===== config.mk =====
export PLATFORM = sky130hd
export DESIGN_NAME = json_string_unescape_utf8_top
export DESIGN_NICKNAME = d
export VERILOG_FILES = /design/src/rtl/jsu_pkg.sv /design/src/rtl/json_string_unescape_utf8_top.sv
export SDC_FILE = /design/constraint.sdc
export NUM_CORES = 1
export LEC_CHECK = 0
export BUFFER_PORTS_ARGS = -buffer_cell sky130_fd_sc_hd__buf_4
export CAP_MARGIN = 20
export CORE_ASPECT_RATIO = 0.8
export CORE_MARGIN = 2
export CORE_UTILIZATION = 35
export CTS_CLUSTER_DIAMETER = 50
export DETAILED_ROUTE_END_ITERATION = 8
export GPL_TIMING_DRIVEN = 0
export PLACE_DENSITY = 0.58
export SLEW_MARGIN = 20
export SYNTH_ARGS = -nofsm -noshare
export SYNTH_HDL_FRONTEND = slang
export SYNTH_SLANG_ARGS = --single-unit

===== constraint.sdc =====
create_clock -name clk -period 8.16 [get_ports clk]
set_input_delay 1.632 -clock clk [delete_from_list [all_inputs] [get_ports clk]]
set_output_delay 1.632 -clock clk [all_outputs]
set_load 0.005 [all_outputs]

===== src/rtl/jsu_pkg.sv =====
// Package for the JSON string unescaper: mode type, character codes,
// end-of-string status codes and the hex digit decoder.
// No dependencies.
package jsu_pkg;

    typedef enum logic [1:0] {
        MODE_IDLE = 2'd0,
        MODE_TEXT = 2'd1,
        MODE_ESC  = 2'd2,
        MODE_HEX  = 2'd3
    } mode_t;

    typedef enum logic [1:0] {
        STAT_QUOTE   = 2'd0,
        STAT_NO_OPEN = 2'd1,
        STAT_NUL     = 2'd2
    } status_t;

    localparam logic [7:0] CH_NUL   = 8'h00;
    localparam logic [7:0] CH_QUOTE = 8'h22;
    localparam logic [7:0] CH_BSL   = 8'h5C;
    localparam logic [7:0] CH_SLASH = 8'h2F;
    localparam logic [7:0] CH_B     = 8'h62;
    localparam logic [7:0] CH_F     = 8'h66;
    localparam logic [7:0] CH_N     = 8'h6E;
    localparam logic [7:0] CH_R     = 8'h72;
    localparam logic [7:0] CH_T     = 8'h74;
    localparam logic [7:0] CH_U     = 8'h75;

    localparam logic [7:0] BS_BYTE  = 8'h08;
    localparam logic [7:0] FF_BYTE  = 8'h0C;
    localparam logic [7:0] LF_BYTE  = 8'h0A;
    localparam logic [7:0] CR_BYTE  = 8'h0D;
    localparam logic [7:0] TAB_BYTE = 8'h09;

    // last of the four \u digit slots
    localparam logic [1:0] HEX_LAST_SLOT = 2'd3;

    // UTF-8 range limits and lead/continuation marks
    localparam logic [15:0] UTF_ONE_LIMIT = 16'h0080;
    localparam logic [15:0] UTF_TWO_LIMIT = 16'h0800;
    localparam logic [7:0]  UTF_LEAD2     = 8'hC0;
    localparam logic [7:0]  UTF_LEAD3     = 8'hE0;
    localparam logic [7:0]  UTF_CONT      = 8'h80;

    // {ok, value}: ok is set for 0-9, a-f, A-F
    function automatic logic [4:0] hex_decode(input logic [7:0] c);
        logic [7:0] d;
        begin
            d = 8'h00;
            if (c >= 8'h30 && c <= 8'h39) begin
                d = c - 8'h30;
                hex_decode = {1'b1, d[3:0]};
            end else if (c >= 8'h61 && c <= 8'h66) begin
                d = c - 8'h57;
                hex_decode = {1'b1, d[3:0]};
            end else if (c >= 8'h41 && c <= 8'h46) begin
                d = c - 8'h37;
                hex_decode = {1'b1, d[3:0]};
            end else begin
                hex_decode = 5'b0_0000;
            end
        end
    endfunction

endpackage


===== src/rtl/json_string_unescape_utf8_top.sv =====
// JSON string unescaper with UTF-8 output, top level.
// Depends on jsu_pkg (mode type, character codes, hex decoder).
//
//  channel | dir | handshake                    | payload
//  --------+-----+------------------------------+----------------------------------
//  s_axis  | in  | s_axis_tvalid/s_axis_tready  | tdata: in_byte
//  m_axis  | out | m_axis_tvalid/m_axis_tready  | tdata: out_byte, tuser: byte_valid,
//          |     |                              | status; tlast: last
//
// An input word lands in the input register and is decoded there combinationally; its
// results (none, one, or up to three for a \u escape) are loaded into a three-slot
// result buffer when it is free. Throughput is one word per cycle while m_axis takes
// data; a word that makes several results holds the decoder until the buffer drains.
// Reset clears the mode, the hex state, the input valid flag and the buffer count.
// Stalls on m_axis back up through the buffer and input register to s_axis_tready.
module json_string_unescape_utf8_top (
    input  logic       clk,
    input  logic       rst_n,
    input  logic       s_axis_tvalid,
    output logic       s_axis_tready,
    input  logic [7:0] s_axis_tdata,   // [7:0] in_byte
    output logic       m_axis_tvalid,
    input  logic       m_axis_tready,
    output logic [7:0] m_axis_tdata,   // [7:0] out_byte
    output logic [2:0] m_axis_tuser,   // [0] byte_valid, [2:1] status
    output logic       m_axis_tlast    // last
);

    // ---------------- input register ----------------
    logic       in_valid_reg;
    logic [7:0] in_byte_reg;
    logic       item_go;      // decoder consumes the input word this cycle

    // ---------------- decoder state ----------------
    jsu_pkg::mode_t mode_reg, mode_next;
    logic [1:0]     hex_count_reg, hex_count_next;
    logic [15:0]    code_reg, code_next;
    logic           stopped_reg, stopped_next;

    // ---------------- result buffer ----------------
    logic [7:0]       slot_reg [3];
    logic [7:0]       slot_next [3];
    logic [1:0]       cnt_reg, cnt_next;
    logic             last_reg, last_next;
    jsu_pkg::status_t status_reg, status_next;

    // decoder outputs for the word in the input register
    logic [1:0]       res_cnt;
    logic [7:0]       res_byte [3];
    logic             res_last;
    jsu_pkg::status_t res_status;

    logic [4:0]  hex_dec;
    logic        hex_ok;
    logic [3:0]  hex_val;
    logic [15:0] code_upd;
    logic        pop;
    logic        buf_free;

    // buffer can take a new burst when empty or when its last entry leaves now
    assign pop      = m_axis_tvalid && m_axis_tready;
    assign buf_free = (cnt_reg == 2'd0) || ((cnt_reg == 2'd1) && m_axis_tready);
    assign item_go  = in_valid_reg && buf_free;

    assign s_axis_tready = !in_valid_reg || item_go;

    always_ff @(posedge clk or negedge rst_n)
    begin
        if (!rst_n)
        begin
            in_valid_reg <= 1'b0;
        end
        else if (s_axis_tvalid && s_axis_tready)
        begin
            in_valid_reg <= 1'b1;
        end
        else if (item_go)
        begin
            in_valid_reg <= 1'b0;
        end
    end

    always_ff @(posedge clk)
    begin
        if (s_axis_tvalid && s_axis_tready)
        begin
            in_byte_reg <= s_axis_tdata;
        end
    end

    // hex digit of the current word; once a non-hex byte is seen the value freezes
    assign hex_dec  = jsu_pkg::hex_decode(in_byte_reg);
    assign hex_ok   = hex_dec[4];
    assign hex_val  = hex_dec[3:0];
    assign code_upd = (stopped_reg || !hex_ok) ? code_reg : {code_reg[11:0], hex_val};

    // ---------------- decode ----------------
    always_comb
    begin
        mode_next      = mode_reg;
        hex_count_next = hex_count_reg;
        code_next      = code_reg;
        stopped_next   = stopped_reg;
        res_cnt        = 2'd0;
        res_byte[0]    = 8'h00;
        res_byte[1]    = 8'h00;
        res_byte[2]    = 8'h00;
        res_last       = 1'b0;
        res_status     = jsu_pkg::STAT_QUOTE;

        priority if (mode_reg == jsu_pkg::MODE_IDLE)
        begin
            if (in_byte_reg == jsu_pkg::CH_QUOTE)
            begin
                mode_next      = jsu_pkg::MODE_TEXT;
                hex_count_next = 2'd0;
                code_next      = 16'h0000;
                stopped_next   = 1'b0;
            end
            else
            begin
                res_cnt    = 2'd1;
                res_last   = 1'b1;
                res_status = jsu_pkg::STAT_NO_OPEN;
            end
        end
        else if (in_byte_reg == jsu_pkg::CH_NUL)
        begin
            // NUL ends the string anywhere, dropping a partial escape
            mode_next      = jsu_pkg::MODE_IDLE;
            hex_count_next = 2'd0;
            code_next      = 16'h0000;
            stopped_next   = 1'b0;
            res_cnt        = 2'd1;
            res_last       = 1'b1;
            res_status     = jsu_pkg::STAT_NUL;
        end
        else
        begin
            unique case (mode_reg)
                jsu_pkg::MODE_TEXT:
                begin
                    if (in_byte_reg == jsu_pkg::CH_QUOTE)
                    begin
                        mode_next  = jsu_pkg::MODE_IDLE;
                        res_cnt    = 2'd1;
                        res_last   = 1'b1;
                        res_status = jsu_pkg::STAT_QUOTE;
                    end
                    else if (in_byte_reg == jsu_pkg::CH_BSL)
                    begin
                        mode_next = jsu_pkg::MODE_ESC;
                    end
                    else
                    begin
                        res_cnt     = 2'd1;
                        res_byte[0] = in_byte_reg;
                    end
                end
                jsu_pkg::MODE_ESC:
                begin
                    mode_next = jsu_pkg::MODE_TEXT;
                    unique case (in_byte_reg)
                        jsu_pkg::CH_QUOTE, jsu_pkg::CH_BSL, jsu_pkg::CH_SLASH:
                        begin
                            res_cnt     = 2'd1;
                            res_byte[0] = in_byte_reg;
                        end
                        jsu_pkg::CH_B:
                        begin
                            res_cnt     = 2'd1;
                            res_byte[0] = jsu_pkg::BS_BYTE;
                        end
                        jsu_pkg::CH_F:
                        begin
                            res_cnt     = 2'd1;
                            res_byte[0] = jsu_pkg::FF_BYTE;
                        end
                        jsu_pkg::CH_N:
                        begin
                            res_cnt     = 2'd1;
                            res_byte[0] = jsu_pkg::LF_BYTE;
                        end
                        jsu_pkg::CH_R:
                        begin
                            res_cnt     = 2'd1;
                            res_byte[0] = jsu_pkg::CR_BYTE;
                        end
                        jsu_pkg::CH_T:
                        begin
                            res_cnt     = 2'd1;
                            res_byte[0] = jsu_pkg::TAB_BYTE;
                        end
                        jsu_pkg::CH_U:
                        begin
                            mode_next      = jsu_pkg::MODE_HEX;
                            hex_count_next = 2'd0;
                            code_next      = 16'h0000;
                            stopped_next   = 1'b0;
                        end
                        default:
                        begin
                            // unknown escape character is dropped
                            mode_next = jsu_pkg::MODE_TEXT;
                        end
                    endcase
                end
                jsu_pkg::MODE_HEX:
                begin
                    // a quote here counts as a non-hex byte, not as the end
                    stopped_next = stopped_reg | ~hex_ok;
                    code_next    = code_upd;
                    if (hex_count_reg != jsu_pkg::HEX_LAST_SLOT)
                    begin
                        hex_count_next = hex_count_reg + 2'd1;
                    end
                    else
                    begin
                        mode_next      = jsu_pkg::MODE_TEXT;
                        hex_count_next = 2'd0;
                        code_next      = 16'h0000;
                        stopped_next   = 1'b0;
                        priority if (code_upd < jsu_pkg::UTF_ONE_LIMIT)
                        begin
                            res_cnt     = 2'd1;
                            res_byte[0] = code_upd[7:0];
                        end
                        else if (code_upd < jsu_pkg::UTF_TWO_LIMIT)
                        begin
                            res_cnt     = 2'd2;
                            res_byte[0] = jsu_pkg::UTF_LEAD2 | {3'b000, code_upd[10:6]};
                            res_byte[1] = jsu_pkg::UTF_CONT | {2'b00, code_upd[5:0]};
                        end
                        else
                        begin
                            res_cnt     = 2'd3;
                            res_byte[0] = jsu_pkg::UTF_LEAD3 | {4'h0, code_upd[15:12]};
                            res_byte[1] = jsu_pkg::UTF_CONT | {2'b00, code_upd[11:6]};
                            res_byte[2] = jsu_pkg::UTF_CONT | {2'b00, code_upd[5:0]};
                        end
                    end
                end
                jsu_pkg::MODE_IDLE:
                begin
                    // taken by the branch above
                    mode_next = jsu_pkg::MODE_IDLE;
                end
            endcase
        end
    end

    always_ff @(posedge clk or negedge rst_n)
    begin
        if (!rst_n)
        begin
            mode_reg      <= jsu_pkg::MODE_IDLE;
            hex_count_reg <= 2'd0;
            code_reg      <= 16'h0000;
            stopped_reg   <= 1'b0;
        end
        else if (item_go)
        begin
            mode_reg      <= mode_next;
            hex_count_reg <= hex_count_next;
            code_reg      <= code_next;
            stopped_reg   <= stopped_next;
        end
    end

    // ---------------- result buffer ----------------
    // A new burst only loads when the buffer is empty or emptying, so loading
    // takes priority over the shift.
    always_comb
    begin
        slot_next[0] = slot_reg[0];
        slot_next[1] = slot_reg[1];
        slot_next[2] = slot_reg[2];
        cnt_next     = cnt_reg;
        last_next    = last_reg;
        status_next  = status_reg;
        if (item_go && (res_cnt != 2'd0))
        begin
            slot_next[0] = res_byte[0];
            slot_next[1] = res_byte[1];
            slot_next[2] = res_byte[2];
            cnt_next     = res_cnt;
            last_next    = res_last;
            status_next  = res_status;
        end
        else if (pop)
        begin
            slot_next[0] = slot_reg[1];
            slot_next[1] = slot_reg[2];
            cnt_next     = cnt_reg - 2'd1;
        end
    end

    always_ff @(posedge clk or negedge rst_n)
    begin
        if (!rst_n)
        begin
            cnt_reg    <= 2'd0;
            last_reg   <= 1'b0;
            status_reg <= jsu_pkg::STAT_QUOTE;
        end
        else
        begin
            cnt_reg    <= cnt_next;
            last_reg   <= last_next;
            status_reg <= status_next;
        end
    end

    always_ff @(posedge clk)
    begin
        slot_reg[0] <= slot_next[0];
        slot_reg[1] <= slot_next[1];
        slot_reg[2] <= slot_next[2];
    end

    assign m_axis_tvalid = (cnt_reg != 2'd0);
    assign m_axis_tdata  = slot_reg[0];
    assign m_axis_tlast  = last_reg;
    assign m_axis_tuser  = {status_reg, ~last_reg};

    // ---------------- assertions ----------------
    // an end marker is always a burst of its own and carries no byte
    a_last_alone: assert property (@(posedge clk) disable iff (!rst_n)
        (m_axis_tvalid && m_axis_tlast) |-> (cnt_reg == 2'd1) && (m_axis_tdata == 8'h00))
        else $error("end marker shares the buffer or carries data");

    // data words report status zero
    a_data_status: assert property (@(posedge clk) disable iff (!rst_n)
        (m_axis_tvalid && !m_axis_tlast) |-> (status_reg == jsu_pkg::STAT_QUOTE))
        else $error("data word with nonzero status");

    // the hex slot counter only runs inside a \u escape
    a_hex_mode: assert property (@(posedge clk) disable iff (!rst_n)
        (hex_count_reg != 2'd0) |-> (mode_reg == jsu_pkg::MODE_HEX))
        else $error("hex slot count outside hex mode");

    // a burst of three bytes only follows the last \u slot
    a_three_burst: assert property (@(posedge clk) disable iff (!rst_n)
        (item_go && (res_cnt == 2'd3)) |=> (mode_reg == jsu_pkg::MODE_TEXT)
            && (hex_count_reg == 2'd0))
        else $error("three-byte burst without completing a \\u escape");

endmodule


==> key figures, run 1 <==
Clock network
  • CTS tree: built
  • Worst skew pair latency: 330 ps
  • Gates resized, CTS repair: 0
  • Clk sinks: 57
  • H-tree depth: 3
  • CTS Hold Bufs: 0
  • Clock tree buffer depth: 2
  • CTS buffer count: 9
  • CTS root buffer: clkbuf_16
  • Clk slew on worst S/H paths: 50 ps
  • # Post-CTS Setup Buffers: 0

Critical path
  • Crit-path max cell delay: 270 ps
  • Critical Path AT: 2310 ps
  • R2r startpoint: in_byte_reg[0]
  • Worst path slowest cell: a21oi_1
  • CP max FO: 3
  • Crit Reg-Reg Endpoint: slot_reg[0][1]
  • Worst setup EP type: primary output
  • Most Frequent Cell on Critical Path: buf_4
  • Worst Reg-to-Reg Cells: 10
  • Critical path buffers and inverters: 2
  • Critical-path cell list: buf_4 > a21oi_1 > nand2_1 > buf_4
  • Reg2Reg Setup Slack: 4470 ps
  • Family with the most delay on the worst path: compound AO/OA/AOI/OAI gates
  • CP Data Required Time: 6530 ps
  • Setup CP Type: in2out
  • CP Launch Type: input port

Power
  • Switching fraction of total power: 0.3014
  • Psw: 0.3443 mW
  • Flop pwr share: 0.382
  • P_leak: 1.608 nW
  • Power Internal: 0.7980 mW
  • Max IR drop VDD: 153.4 uV
  • Clock share of power: 0.318
  • Comb pwr share: 0.300
  • P per Cell Area: 280.5 nW/um^2

Yosys
  • Synthesized area per cell: 9.638 sq um
  • Top cell type's share of synthesized area: 0.2618
  • Cells after Synth: 357
  • Ys Warns: 0
  • Number of synthesized register bits: 57
  • Synth cell types: 59
  • EDFF count, synth: 30
  • Top cells by area, synth: edfxtp_1, dfrtp_1, nand2_1
  • Post-synth top area cell: edfxtp_1
  • Synth Flop Type: edfxtp_1
  • Mapped cell area: 3441 sq um
  • Mapped Nets: 377
  • Sequential area share after synthesis: 0.4582
  • Post-synthesis async set-or-reset flop share: 0.4737

STA
  • Setup total negative slack: 0 ps
  • Final setup vio count: 0
  • Worst setup margin: 4217 ps
  • Final period util: 0.4833
  • Unrepaired setup endpoints after global routing: false
  • Crit path time final: 3943 ps
  • Rel. slew slack: 0.3034
  • Max Transition Viols Final: 0
  • Final hold violations: 0
  • Fmax achieved: 253.6 MHz
  • Worst-Margin Slew: 1037 ps
  • Clk_skew: 4.075 ps

Placement
  • IO buf count: 25
  • DP HPWL: 6764 um
  • GPL Wtd Cong: 0.9513
  • Placement Setup Slack: 4173 ps
  • Cells after DPL: 501

GRT
  • Largest net degree at the start of global routing: 28
  • Total grt overflow: 0
  • Antenna violations before repair: 0
  • Vias in the first global route: 2748
  • Gr usage total: 0.1843
  • First-pass GRT wire length: 14700 um

Route
  • Drt wl/cell: 17.56 um
  • Post-DRT Antenna Nets: 0
  • DRT Wirelength: 9079 um
  • Vias: 2994
  • Initial DRC Count: 266
  • Pre-antenna DRT Iters: 5
  • Residual DRC count: 0
  • Vias per inst: 5.791

Cells and area
  • Final design utilization: 0.4238
  • Largest register FFs: 22
  • Final Net Count: 413
  • Post-Layout Cell Count: 517
  • Share of cells above drive strength 1: 0.1658
  • Diode count: 0
  • Area grow syn2layout: 18.36%

Worst hold path
  • WHS Endpoint: status_reg[1]
  • Worst Hold Launch: status_reg[1]
  • Hold path cells: 2
  • Min-Delay Path Class: reg2reg

Floorplanning
  • Die height: 92.68 um
  • Core ar.: 9609 sq um
  • Die ar.: 10640 sq um
  • Row Count: 32
  • Width of the chip: 114.9 um
  • Initial core utilization: 0.3581
  • IO Count: 26

Run
  • Max-cap violations: 0

Status
  • Status: complete, no violations
## synthesized netlist by cell type, types with 3 or more instances
master     n
nor4_1     7
a31oi_1    4
a21oi_1   18
o21ai_0   16
nand3b_1   3
nor2_1    16
o211ai_1   5
nor3_1     7
dfrtp_1   27
or3_1      4
a32o_1     6
nand3_1    9
a211oi_1   6
nand2_1   54
a22o_1    11
edfxtp_1  30
nand2b_1   8
mux2i_1    8
o21ai_2    6
clkbuf_1  18
buf_4      9
ha_1       8
o21bai_1   4
nor2b_1    4
inv_1     11
o31ai_1   10
## cell type report
type	instances	area, sq um
flip-flops and latches	57	1577
clock buffers	12	246.5
multi-input cells	258	1662
repair buffers	25	187.7
fillers	934	5537
clock inverters	4	42.54
inverters	11	41.29
well taps	119	148.9
plain buffers	31	167.7
## stage by stage
| stage | power (mW) | hold WS (ps) | cell area (sq um) |
|---|---|---|---|
| after floorplan | 0.6600 | 453.8 | 3441 |
| after global placement | 0.7763 | 472.1 | 3777 |
| after detailed placement | 0.7843 | 474.9 | 3784 |
| after CTS | 1.154 | 485.7 | 4073 |
| after global routing | 1.215 | 522.1 | 4073 |
| final | 1.142 | 487.8 | 4073 |
## worst max-delay path by stage
stage / startpoint / slack, ps / endpoint / depth (start not counted)
6_report: m_axis_tready / 4220 / s_axis_tready / 4
5_1_grt: in_byte_reg[0] / 4010 / slot_reg[0][10] / 10
4_1_cts: m_axis_tready / 4170 / s_axis_tready / 4
3_5_place_dp: m_axis_tready / 4170 / s_axis_tready / 4
3_3_place_gp: m_axis_tready / 4200 / s_axis_tready / 4
2_1_floorplan: m_axis_tready / 4610 / s_axis_tready / 2
## cells in the final DEF, fill, tap and decap left out, drive strengths merged, types with 5 or more instances in the layout
master  Yosys  final
inv        11     11
dfrtp      27     27
a32o        6      6
o31ai      10     10
ha          8      8
nand2b      8      8
o211ai      5      5
a211oi      6      6
nor4        7      7
a22o       11     11
edfxtp     30     30
nor3        8      8
nor2       16     16
a21oi      18     18
nand2      54     54
clkbuf     18     30
mux2i       8      8
o21ai      22     22
buf        13     38
nand3       9      9
## worst min-delay path: cells and delay by family, from the launching register on
kind | cells | cell delay [ps]
AOI/OAI and AO/OA | 1 | 60
DFF | 1 | 340
and+or+nand+nor | 1 | 50
## power by group through the flow
stage	logic, mW	registers (mW)	clock network, mW
2_1_floorplan	0.230	0.430	0
3_3_place_gp	0.337	0.439	0
3_5_place_dp	0.342	0.442	0
4_1_cts	0.344	0.437	0.373
5_1_grt	0.381	0.444	0.390
6_report	0.342	0.437	0.363
## routing by layer
metal / GRT usage / routed length, um / up-vias
met1: 0.2776 / 4401 / 1414
li1: - / - / 1409
met2: 0.2412 / 3708 / 155
met4: 0.07530 / 191 / 0
met3: 0.05563 / 777 / 16
met5: 0 / 0 / -
## kinds of logic (layout without fill, tap and decap cells)
logic type	after synthesis	in the layout	synth area share
AOI/OAI and AO/OA	108	108	0.2269
xor gates and xnor gates	1	1	0.002546
adders and majority gates	8	8	0.02909
buffers and inverters	42	83	0.06072
DFF	57	57	0.4582
muxes	10	10	0.02982
and+or+nand+nor	131	131	0.1927
Power figures use the tool's default switching activity.
==> inputs of run 2 (changes only) <==
- clock period: 8.16 -> 3.8 ns (I/O delays scaled with it)
==> key figures, run 2 (synthesized netlist as in run 1, its figures left out) <==
Clock network
  • CTS root buffer: clkbuf_16
  • CTS tree: built
  • CTS buffer count: 9 (unchanged)
  • # Post-CTS Setup Buffers: 0 (unchanged)
  • Clk sinks: 57 (unchanged)
  • Worst skew pair latency: 330 ps (about the same)
  • Clk slew on worst S/H paths: 50 ps (about the same)
  • Clock tree buffer depth: 2 (unchanged)
  • H-tree depth: 3 (unchanged)
  • CTS Hold Bufs: 0 (unchanged)

Critical path
  • CP Launch Point: in_byte_reg[2]
  • CP Data Required Time: 3880 ps (-2650 ps)
  • Crit-path max cell delay: 500 ps (+230 ps)
  • Most Frequent Cell on Critical Path: clkbuf_1
  • Worst setup EP type: register
  • CP max FO: 10 (+7)
  • R2r startpoint: in_byte_reg[2]
  • Critical-path cell list: clkbuf_1 > o21bai_1 > a211o_1 > nand2_1 > clkbuf_1 > clkbuf_1 > mux2i_1 > nand2_1 > a32o_1
  • Critical Path AT: 3600 ps (+1290 ps)
  • CP Launch Type: register
  • Setup CP Type: reg2reg
  • Worst path slowest cell: edfxtp_1

Worst hold path
  • Min-Delay Path Class: in2async

GRT
  • Vias in the first global route: 2748 (unchanged)
  • Antenna violations before repair: 0 (unchanged)
  • Largest net degree at the start of global routing: 28 (unchanged)
  • Gr usage total: 0.1843 (unchanged)
  • Total grt overflow: 0 (unchanged)
  • First-pass GRT wire length: 14700 um (unchanged)

STA
  • Crit path time final: 3523 ps
  • Final hold violations: 0 (unchanged)
  • Final period util: 0.9271
  • Max Transition Viols Final: 0 (unchanged)
  • Final setup vio count: 0 (unchanged)
  • Rel. slew slack: 0.2915 (-0.01190)
  • Unrepaired setup endpoints after global routing: false
  • Fmax achieved: 283.9 MHz
  • Worst-Margin Slew: 1055 ps (+17.72 ps)
  • Fin Hold WS: 351.1 ps (-136.7 ps)
  • Setup total negative slack: 0 ps (unchanged)
  • Clk_skew: 4.665 ps (+0.5898 ps)

Route
  • Drt wl/cell: 17.67 um (+0.59%)
  • Wire length on met1: 4404 um (about the same)
  • Residual DRC count: 0 (unchanged)
  • DR WL met3: 809 um (+4.1%)
  • Met2 WL post-DR: 3738 um (+0.81%)
  • Top routing layer in use: met4
  • Vias per inst: 5.735 (-0.97%)
  • Post-DRT Antenna Nets: 0 (unchanged)
  • DRT Wirelength: 9133 um (+0.59%)
  • Vias: 2965 (-0.97%)
  • Initial DRC Count: 267 (+0.38%)
  • Pre-antenna DRT Iters: 5 (unchanged)

Cells and area
  • Diode count: 0 (unchanged)
  • Fillers: 933 (-0.11%)
  • Largest register FFs: 22 (unchanged)
  • Post-Layout Cell Count: 517 (unchanged)
  • Area grow syn2layout: 18.65%
  • Most frequent cells in the layout: nand2_1, buf_4, edfxtp_1
  • Final Net Count: 413 (unchanged)
  • Final Cell Area: 4083 sq um (+0.25%)
  • Share of cells above drive strength 1: 0.1734 (+0.007538)
  • Commonest non-fill, non-tap cell in the layout: nand2_1

Floorplanning
  • Width of the chip: 114.9 um (unchanged)
  • IO Count: 26 (unchanged)
  • Core ar.: 9609 sq um (unchanged)
  • Die height: 92.68 um (unchanged)
  • Row Count: 32 (unchanged)
  • Initial core utilization: 0.3581 (unchanged)
  • Die ar.: 10640 sq um (unchanged)

Power
  • Total chip power: 2.456 mW (+120%)
  • P per Cell Area: 601.6 nW/um^2 (+110%)
  • Max IR drop VDD: 329.4 uV (+110%)
  • P_leak: 1.611 nW (+0.18%)

Run
  • Max-cap violations: 0 (unchanged)

Placement
  • GPL Wtd Cong: 0.9513 (unchanged)
  • IO buf count: 25 (unchanged)
  • Post-DP Area: 3784 sq um (unchanged)
  • DP HPWL: 6764 um (unchanged)
  • Cells after DPL: 501 (unchanged)

Status
  • Status: complete, no violations
==> run 2: per-layer routing <==
metal,GRT usage,vias to the layer above
li1,-,1408
met1,0.2776,1393
met2,0.2412,150
met3,0.05563,14
met4,0.07530,0
met5,0,-
==> run 2: area by class of cell <==
type                    count  area, sq um  area share
multi-input cells         258         1670      0.4091
flip-flops and latches     57         1577      0.3861
clock buffers              12        246.5     0.06037
repair buffers             25        187.7     0.04597
plain buffers              31        168.9     0.04137
well taps                 119        148.9     0.03647
clock inverters             4        42.54     0.01042
inverters                  11        41.29     0.01011
==> run 2: worst max-delay path, delay by kind of cell (launching register included) <==
family          cells  cell delay (ps)
flops               1              500
buf+inv             3             1190
compound gates      3              900
mux                 1              420
simple gates        2              250
==> run 2: final timing paths <==
check                                   to  slack (ps)  cells after the start
max in group asynchronous       cnt_reg[0]        3170                      1
hold reg to reg              status_reg[1]         490                      2
setup reg to reg           slot_reg[0][10]         280                      9
min in group clk             status_reg[1]         490                      2
hold / removal                 code_reg[2]         350                      1
setup / recovery           slot_reg[0][10]         280                      9
==> run 2: per-stage QoR <==
step | setup WS [ps] | util
global placement | 91.27 | 0.3931
finish | 277.0 | 0.4249
detailed placement | 80.51 | 0.3938
floorplan | 669.4 | -
CTS | 78.87 | 0.4238
global route | 61.95 | 0.4249
==> run 2: report_power, final <==
part	switching [mW]	total, mW	internal, mW	leakage, nW
Combinational	0.404	0.738	0.335	0.805
Clock	0.262	0.780	0.518	0.142
Sequential	0.0760	0.938	0.862	0.665
==> run 2: timing repair <==
item,in CTS,in global routing
setup endpoints to repair,0,16
gates resized for setup,0,4
hold endpoints to repair,0,0
